File: src/hw/rtl/c_expression_tokenizer_macros.svh
// Assertion macros shared by the tokenizer RTL.
// Needs i_clk and i_rst_n in the scope where a macro is used.
`ifndef C_EXPRESSION_TOKENIZER_MACROS_SVH
`define C_EXPRESSION_TOKENIZER_MACROS_SVH

// Same-cycle implication, checked outside reset.
`define CET_ASSERT_NOW(label, ante, cons) \
    label: assert property (@(posedge i_clk) disable iff (!i_rst_n) (ante) |-> (cons)) \
        else $error("tokenizer check failed");

// Next-cycle implication, checked outside reset.
`define CET_ASSERT_NEXT(label, ante, cons) \
    label: assert property (@(posedge i_clk) disable iff (!i_rst_n) (ante) |=> (cons)) \
        else $error("tokenizer check failed");

`endif

File: src/hw/rtl/cet_pkg.sv
// Package for the C expression tokenizer: item types, token kind codes
// and character class functions. No dependencies.
`timescale 1ns / 1ps

package cet_pkg;

    localparam int unsigned CHAR_W = 8;
    localparam int unsigned KIND_W = 5;

    typedef logic [CHAR_W-1:0] t_char;
    typedef logic [KIND_W-1:0] t_kind;

    // Token kinds
    localparam t_kind KIND_IDENT   = 5'd0;
    localparam t_kind KIND_CONST   = 5'd1;
    localparam t_kind KIND_QUAL    = 5'd2;   // . or ->
    localparam t_kind KIND_MINUS   = 5'd3;
    localparam t_kind KIND_LPAREN  = 5'd4;
    localparam t_kind KIND_RPAREN  = 5'd5;
    localparam t_kind KIND_LBRACK  = 5'd6;
    localparam t_kind KIND_RBRACK  = 5'd7;
    localparam t_kind KIND_PLUS    = 5'd8;
    localparam t_kind KIND_STAR    = 5'd9;
    localparam t_kind KIND_SLASH   = 5'd10;
    localparam t_kind KIND_CARET   = 5'd11;
    localparam t_kind KIND_BANG    = 5'd12;
    localparam t_kind KIND_TILDE   = 5'd13;
    localparam t_kind KIND_LT      = 5'd14;
    localparam t_kind KIND_GT      = 5'd15;
    localparam t_kind KIND_LSH     = 5'd16;
    localparam t_kind KIND_RSH     = 5'd17;
    localparam t_kind KIND_AND     = 5'd18;
    localparam t_kind KIND_LAND    = 5'd19;
    localparam t_kind KIND_OR      = 5'd20;
    localparam t_kind KIND_LOR     = 5'd21;
    localparam t_kind KIND_ASN     = 5'd22;
    localparam t_kind KIND_EQU     = 5'd23;
    localparam t_kind KIND_UNKNOWN = 5'd24;

    typedef struct packed {
        t_char char_in;
        logic  end_of_input;
    } t_in_item;

    typedef struct packed {
        t_char char_out;
        t_kind token_kind;
        logic  token_first;
        logic  token_last;
    } t_out_item;

    function automatic logic is_letter(input t_char c);
        return (c >= "A" && c <= "Z") || (c >= "a" && c <= "z") || c == "_";
    endfunction

    function automatic logic is_digit(input t_char c);
        return c >= "0" && c <= "9";
    endfunction

    function automatic logic is_hex_or_x(input t_char c);
        return is_digit(c) || (c >= "a" && c <= "f") || (c >= "A" && c <= "F")
            || c == "x" || c == "X";
    endfunction

    function automatic logic is_space(input t_char c);
        return c == " " || c == 8'h09 || c == 8'h0D || c == 8'h0A;
    endfunction

    function automatic t_kind start_kind(input t_char c);
        t_kind k;
        if (is_letter(c)) begin
            k = KIND_IDENT;
        end else if (is_digit(c)) begin
            k = KIND_CONST;
        end else begin
            case (c)
                ".":     k = KIND_QUAL;
                "-":     k = KIND_MINUS;
                "(":     k = KIND_LPAREN;
                ")":     k = KIND_RPAREN;
                "[":     k = KIND_LBRACK;
                "]":     k = KIND_RBRACK;
                "+":     k = KIND_PLUS;
                "*":     k = KIND_STAR;
                "/":     k = KIND_SLASH;
                "^":     k = KIND_CARET;
                "!":     k = KIND_BANG;
                "~":     k = KIND_TILDE;
                "<":     k = KIND_LT;
                ">":     k = KIND_GT;
                "&":     k = KIND_AND;
                "|":     k = KIND_OR;
                "=":     k = KIND_ASN;
                default: k = KIND_UNKNOWN;
            endcase
        end
        return k;
    endfunction

endpackage

File: src/hw/rtl/c_expression_tokenizer.sv
// Top level of the C expression tokenizer.
// Depends on cet_pkg and c_expression_tokenizer_macros.svh.
`timescale 1ns / 1ps

// Streaming lexer for C-like expressions. One byte enters per item; each kept
// character leaves one item later, tagged with its token kind and first/last
// marks. That one-character lookahead settles two-character operators
// (-> << >> && || ==) and the ends of identifiers and constants. Space, tab,
// CR and LF produce nothing and close any open token. An item with
// end_of_input set carries no character: it flushes the pending character
// (marked last) and returns the lexer to its reset state. Each item gives
// zero or one result. Throughput is one item per clock while the input is not
// stalled; classification and pairing are one level of logic between the
// held-character registers and a two-entry output stage (result register plus
// skid), which registers each result, into the skid if the output register is
// stalled. Input is stalled only while both output entries are full.
module c_expression_tokenizer (
    input  logic              i_clk,
    input  logic              i_rst_n,
    input  logic              i_in_valid,
    output logic              o_in_stall,
    input  cet_pkg::t_in_item i_in_item,
    output logic              o_out_valid,
    input  logic              i_out_stall,
    output cet_pkg::t_out_item o_out_item
);
    import cet_pkg::*;

`include "c_expression_tokenizer_macros.svh"

    // Pending character: the one whose token end is not yet known.
    t_char r_held_char,  n_held_char;
    t_kind r_held_kind,  n_held_kind;
    logic  r_held_valid, n_held_valid;
    logic  r_held_first, n_held_first;

    // Output register and skid entry.
    t_out_item r_out, r_skid;
    logic      r_out_valid, r_skid_valid;

    logic      accept, pop;
    logic      res_valid;
    t_out_item res;
    t_char     c;
    logic      pair_hit;
    t_kind     pair_k;
    logic      cont;

    assign c      = i_in_item.char_in;
    assign accept = i_in_valid && !o_in_stall;
    assign pop    = r_out_valid && !i_out_stall;

    // Does the pending first character pair up with c?
    always_comb begin
        pair_hit = 1'b0;
        pair_k   = KIND_QUAL;
        if (r_held_first) begin
            case (r_held_kind)
                KIND_MINUS: begin pair_hit = (c == ">"); pair_k = KIND_QUAL; end
                KIND_LT:    begin pair_hit = (c == "<"); pair_k = KIND_LSH;  end
                KIND_GT:    begin pair_hit = (c == ">"); pair_k = KIND_RSH;  end
                KIND_AND:   begin pair_hit = (c == "&"); pair_k = KIND_LAND; end
                KIND_OR:    begin pair_hit = (c == "|"); pair_k = KIND_LOR;  end
                KIND_ASN:   begin pair_hit = (c == "="); pair_k = KIND_EQU;  end
                default:    begin pair_hit = 1'b0;       pair_k = KIND_QUAL; end
            endcase
        end
    end

    // Does c extend the pending token?
    always_comb begin
        if (pair_hit) begin
            cont = 1'b1;
        end else if (r_held_kind == KIND_IDENT) begin
            cont = is_letter(c) || is_digit(c);
        end else if (r_held_kind == KIND_CONST) begin
            cont = is_hex_or_x(c);
        end else begin
            cont = 1'b0;
        end
    end

    // One step of the lexer: result for this item and next pending state.
    always_comb begin
        res.char_out    = r_held_char;
        res.token_kind  = r_held_kind;
        res.token_first = r_held_first;
        res.token_last  = 1'b1;
        res_valid       = 1'b0;
        n_held_char     = r_held_char;
        n_held_kind     = r_held_kind;
        n_held_valid    = r_held_valid;
        n_held_first    = r_held_first;

        if (i_in_item.end_of_input) begin
            // flush and restart
            res_valid    = r_held_valid;
            n_held_char  = '0;
            n_held_kind  = KIND_IDENT;
            n_held_valid = 1'b0;
            n_held_first = 1'b0;
        end else if (r_held_valid && cont) begin
            res_valid       = 1'b1;
            res.token_last  = 1'b0;
            res.token_kind  = pair_hit ? pair_k : r_held_kind;
            n_held_char     = c;
            n_held_kind     = pair_hit ? pair_k : r_held_kind;
            n_held_first    = 1'b0;
        end else begin
            // pending token (if any) ends here; c may open a new one
            res_valid    = r_held_valid;
            n_held_valid = 1'b0;
            if (!is_space(c)) begin
                n_held_char  = c;
                n_held_kind  = start_kind(c);
                n_held_first = 1'b1;
                n_held_valid = 1'b1;
            end
        end
    end

    always_ff @(posedge i_clk) begin
        if (!i_rst_n) begin
            r_held_char  <= '0;
            r_held_kind  <= KIND_IDENT;
            r_held_valid <= 1'b0;
            r_held_first <= 1'b0;
        end else if (accept) begin
            r_held_char  <= n_held_char;
            r_held_kind  <= n_held_kind;
            r_held_valid <= n_held_valid;
            r_held_first <= n_held_first;
        end
    end

    // Two-entry output: the skid takes a result while the output register is
    // stalled, and input stalls only while the skid is occupied.
    logic push;
    assign push = accept && res_valid;

    always_ff @(posedge i_clk) begin
        if (!i_rst_n) begin
            r_out_valid  <= 1'b0;
            r_skid_valid <= 1'b0;
        end else begin
            if (r_skid_valid) begin
                if (pop) begin
                    r_out_valid  <= 1'b1;
                    r_skid_valid <= 1'b0;
                end
            end else if (push) begin
                if (!r_out_valid || pop) begin
                    r_out_valid <= 1'b1;
                end else begin
                    r_skid_valid <= 1'b1;
                end
            end else if (pop) begin
                r_out_valid <= 1'b0;
            end
        end
    end

    always_ff @(posedge i_clk) begin
        if (r_skid_valid) begin
            if (pop) begin
                r_out <= r_skid;
            end
        end else if (push) begin
            if (!r_out_valid || pop) begin
                r_out <= res;
            end else begin
                r_skid <= res;
            end
        end
    end

    assign o_in_stall  = r_skid_valid;
    assign o_out_valid = r_out_valid;
    assign o_out_item  = r_out;

    // Skid is only ever filled behind a full output register.
    `CET_ASSERT_NOW(a_skid_behind_out, r_skid_valid, r_out_valid)
    // End of input always leaves nothing pending.
    `CET_ASSERT_NEXT(a_end_clears, accept && i_in_item.end_of_input, !r_held_valid)
    // A non-blank character is always held after it is taken.
    `CET_ASSERT_NEXT(a_char_held,
        accept && !i_in_item.end_of_input && !is_space(i_in_item.char_in), r_held_valid)
    // Kinds stay within the defined codes.
    `CET_ASSERT_NOW(a_kind_range, o_out_valid, o_out_item.token_kind <= KIND_UNKNOWN)

endmodule

File: config.mk
export PLATFORM = sky130hd
export DESIGN_NAME = c_expression_tokenizer
export DESIGN_NICKNAME = d
export VERILOG_FILES = /design/src/hw/rtl/cet_pkg.sv /design/src/hw/rtl/c_expression_tokenizer.sv
export VERILOG_INCLUDE_DIRS = /design/src /design/src/hw/rtl
export SDC_FILE = /design/constraint.sdc
export NUM_CORES = 1
export LEC_CHECK = 0
export BUFFER_PORTS_ARGS = -buffer_cell sky130_fd_sc_hd__buf_4
export CORE_MARGIN = 2
export CORE_UTILIZATION = 60
export CTS_CLUSTER_DIAMETER = 80
export DETAILED_ROUTE_END_ITERATION = 8
export GPL_ROUTABILITY_DRIVEN = 0
export GPL_TIMING_DRIVEN = 0
export PLACE_DENSITY = 0.81
export SYNTH_ARGS = -nofsm -noshare
export SYNTH_HDL_FRONTEND = slang
export SYNTH_SLANG_ARGS = --single-unit
export TNS_END_PERCENT = 10
File: constraint.sdc
create_clock -name i_clk -period 7.4 [get_ports i_clk]
set_input_delay 2.22 -clock i_clk [delete_from_list [all_inputs] [get_ports i_clk]]
set_output_delay 2.22 -clock i_clk [all_outputs]
set_load 0.1 [all_outputs]
# == Word level (Yosys, flattened, before mapping) ==
# Cells that the tools add are included.
# op_classes
order_cmp,8
eq_ne,35
mux,42
bitwise,2
n_reduce_logical,33
# op_table
cell,count
"8-bit by 6-bit == test with 1-bit output, second input constant",13
5-bit one-hot mux with 17 select lines,1
"8-bit by 7-bit == test with 1-bit output, second input constant",8
15-bit two-way mux,4
5-bit two-way mux,9
"8-bit by 7-bit less-or-equal comparator with 1-bit output, second input constant",4
5-bit one-hot mux with 5 select lines,1
"8-bit by 4-bit == test with 1-bit output, second input constant",3
8-bit two-way mux,3
1-bit two-way mux,23
"8-bit by 7-bit greater-or-equal comparator with 1-bit output, second input constant",2
"5-bit == test, second input constant",3
1-bit logical OR,11
"5-bit by 4-bit == test with 1-bit output, second input constant",2
1-bit logical AND,9
3-bit AND reduction,3
"8-bit by 6-bit greater-or-equal comparator with 1-bit output, second input constant",1
"8-bit by 6-bit less-or-equal comparator with 1-bit output, second input constant",1
2-bit nonzero test,3
"5-bit by 1-bit == test with 1-bit output, second input constant",1
"5-bit by 2-bit == test with 1-bit output, second input constant",1
5-bit logical NOT,1
1-bit one-hot mux with 5 select lines,1
2-bit AND reduction,2
other kinds (7),10
# word_totals
register_bits,47
inputBits,13
output_inout_bits,17
word_cells,134

# == Depth between registers and ports, before layout ==
# logic_depth
ltp_word,15
depth_mapped,9
ltp_nobuf,7

# == Worst setup path after synthesis ==
# No wires, ideal clock.
# synth_path
path_kind,input -> register
from,in i_in_item[1] (netlist bit)
to,"reg r_out (netlist bit o_out_item[2]), data pin"
setup_ns,0.262
t_arrival_ns,4.336
t_required_ns,7.138
slack_ns,2.802
stages,8
n_path_buf,1
cell_sequence,buf_2 > or3b_1 > a2111oi_4 > o21bai_2 > a211oi_4 > o21bai_4 > mux2_4 > mux2_1
# synth_lines
item,line_no,rtl
start: declaration,c_expression_tokenizer.sv:22,"input cet_pkg::t_in_item i_in_item,"
end signal: assignment,c_expression_tokenizer.sv:166,r_out <= r_skid;
end signal: assignment,c_expression_tokenizer.sv:170,r_out <= res;
end: declaration,c_expression_tokenizer.sv:38,"t_out_item r_out, r_skid;"

==> out/results.ini <==
[clock_network]
cts_buffer_depth=2
clockRootBuffer=clkbuf_8
numCtsBuffers=5
cts_tree=yes
cts_resized=0
clk_pin_slew_ns=0.08
postCtsHoldBufs=0
clock_sinks=47
h-tree-depth=2
clk_latency_ns=0.29
cts_setup_buffers=0

[sta]
hold_violations=0
slew_headroom_pct=41.8
worstMarginPinSlew_ns=0.873
skew_ns=0.00324
setup_viol_count_final=0
fin_crit_sh_pct=64.0
clock.fmax_mhz=211
layout_min_cycle_time_ns=4.73
fin_tns_setup_ns=0
rsz0062_at_grt=false
drv_slew=0

[detailed_routing]
wl_met2_mm=2.93
top_layer_used=met4
drt-initial-drc-count=204
totalWireLength_mm=6.10
dr_wl_met3_um=390
dr_total_vias=2233
antenna_left=0
m1WireLength_mm=2.67
vias_per_cell=6.19
wl_per_cell_um=16.9
first_pass_iters=5
drc_errors=0

[yosys]
synth-main-ff-cell=edfxtp_1
ys_seq_elements=47
synthesis.instances=273
yosysSeqAreaShare_pct=46.6
syn_avg_cell_area_um2=9.77
syn_nets=286
ys_types=62
syn_area_um2=2670
async_flop_share_pct=0
synth_edf_count=30
yosys_warnings=0

[worst_hold_path]
hold_end=r_skid[10]
hp-class=reg2reg
hp-start=r_held_char[3]
hold_depth=0

[setup_path]
critical_path_arrival_ns=4.78
reg2reg_to=o_out_item[2]
cp_slowest_cell=nor4b_2
start_kind=input port
path_buf_inv=1
path_class=in2reg
path_delay_family=simple AND/OR/NAND/NOR gates
r2r_slack_ns=4.55
r2r_start=r_held_kind[1]
cp_cell_sequence=buf_4 > nor4b_2 > and4_1 > o21bai_2 > a211oi_4 > o21bai_4 > mux2_4 > mux2_1
cp.depth=8
reg2reg_depth=7
crit_fanout=9
cp-end-kind=flop
slowest_delay_ns=0.74
required_ns=7.45

[floorplanning]
io_pins=30
die-area_um2=4990
rows=24
initial_core_util_pct=61.7
die_h_um=70.7
fp.coreArea_um2=4320
chipWidth_um=70.7

[pwr]
power.leakage_nw=1.10
p_total_w=0.000510
power.density_nw_per_um2=168
peakVddDrop_mv=0.0706

[global_route]
grt_max_degree=17
grt.overflow.total=0
grt_pass1_vias=2064
antenna_found_initial=0
grt_first_pass_wirelength_mm=10.1
grtUsageTotal_pct=25.6

[final_layout]
regArea_um2=1240
finalNetCount=321
syn2layout_area_growth_pct=13.7
n_antenna_cell=0
fillers=336
final_cells=361
final_cell_mix=32 x nand2_1, 30 x edfxtp_1, 27 x buf_4
multiInputGateArea_um2=1320
drive_gt1_share_pct=20.4
final_common_cell=nand2_1

[place]
place_inst=353
hpwl_mm=4.53
numPortBuffers=27

[outcome]
status=complete, no violations

[job]
cap_violations=0

cell usage after synthesis (6+ instances only):
library cell / n / area share (%)
nor2_1: 14 / 2.0
dfxtp_1: 17 / 13
o21ai_0: 14 / 2.6
nand3_1: 20 / 3.8
edfxtp_1: 30 / 34
clkbuf_1: 10 / 1.4
a21oi_1: 11 / 2.1
inv_1: 9 / 1.3
mux2_2: 11 / 4.6
nand2b_1: 6 / 1.4
nand2_1: 32 / 4.5
nor2b_1: 8 / 1.9
a21boi_0: 8 / 2.3
per-stage QoR:
stage	setup WS [ns]	area (um^2)	util, %	hold slack [ns]
3_5_place_dp	2.40	2950	68.1	0.445
2_1_floorplan	2.80	2670	-	0.426
5_1_grt	2.59	3030	70.1	0.480
4_1_cts	2.71	3030	70.1	0.465
6_report	2.67	3030	70.1	0.459
3_3_place_gp	2.41	2930	67.9	0.442
state kept, by name, summed over array words and instances (netlist names):
name          count
o_in_stall        1
o_out_item       15
o_out_valid       1
r_held_char       8
r_held_first      1
r_held_kind       5
r_held_valid      1
r_skid           15
power by group:
part / internal (W) / switching (W) / total, W
clock: 0.0000661 / 0.0000807 / 0.000147
combinational: 0.0000254 / 0.0000497 / 0.0000751
sequential: 0.000283 / 0.00000447 / 0.000288
final cells by class:
| cell class | count | area share, % |
|---|---|---|
| clock inverter | 2 | 0.413 |
| buffer | 18 | 2.43 |
| timing repair buffer | 28 | 7.05 |
| clock buffer | 6 | 2.39 |
| sequential | 47 | 40.9 |
| tap | 52 | 2.15 |
| inverter | 9 | 1.11 |
| multi-input combinational | 199 | 43.5 |
worst max-delay path by stage:
| stage | startpoint | endpoint | slack, ns |
|---|---|---|---|
| finish | i_in_item[5] | o_out_item[2] | 2.67 |
| detailed placement | i_in_item[5] | o_out_item[2] | 2.40 |
| floorplan | i_in_item[1] | o_out_item[2] | 2.80 |
| global route | i_in_item[5] | o_out_item[2] | 2.59 |
| CTS | i_in_item[5] | o_out_item[2] | 2.71 |
| global placement | i_in_item[5] | o_out_item[2] | 2.41 |
kinds of logic after synthesis:
kind of cell | share of synthesized area [%]
simple gates | 21.3
compound gates | 21.1
flops | 46.6
buf+inv | 4.04
mux | 6.01
xor+xnor | 0.986
per-layer routing:
| metal | up-vias | track usage [%] |
|---|---|---|
| met2 | 93 | 42.9 |
| met3 | 10 | 3.13 |
| met4 | 0 | 7.13 |
| met1 | 1035 | 35.5 |
| met5 | - | 0 |
| li1 | 1095 | - |
Power figures use the tool's default switching activity.
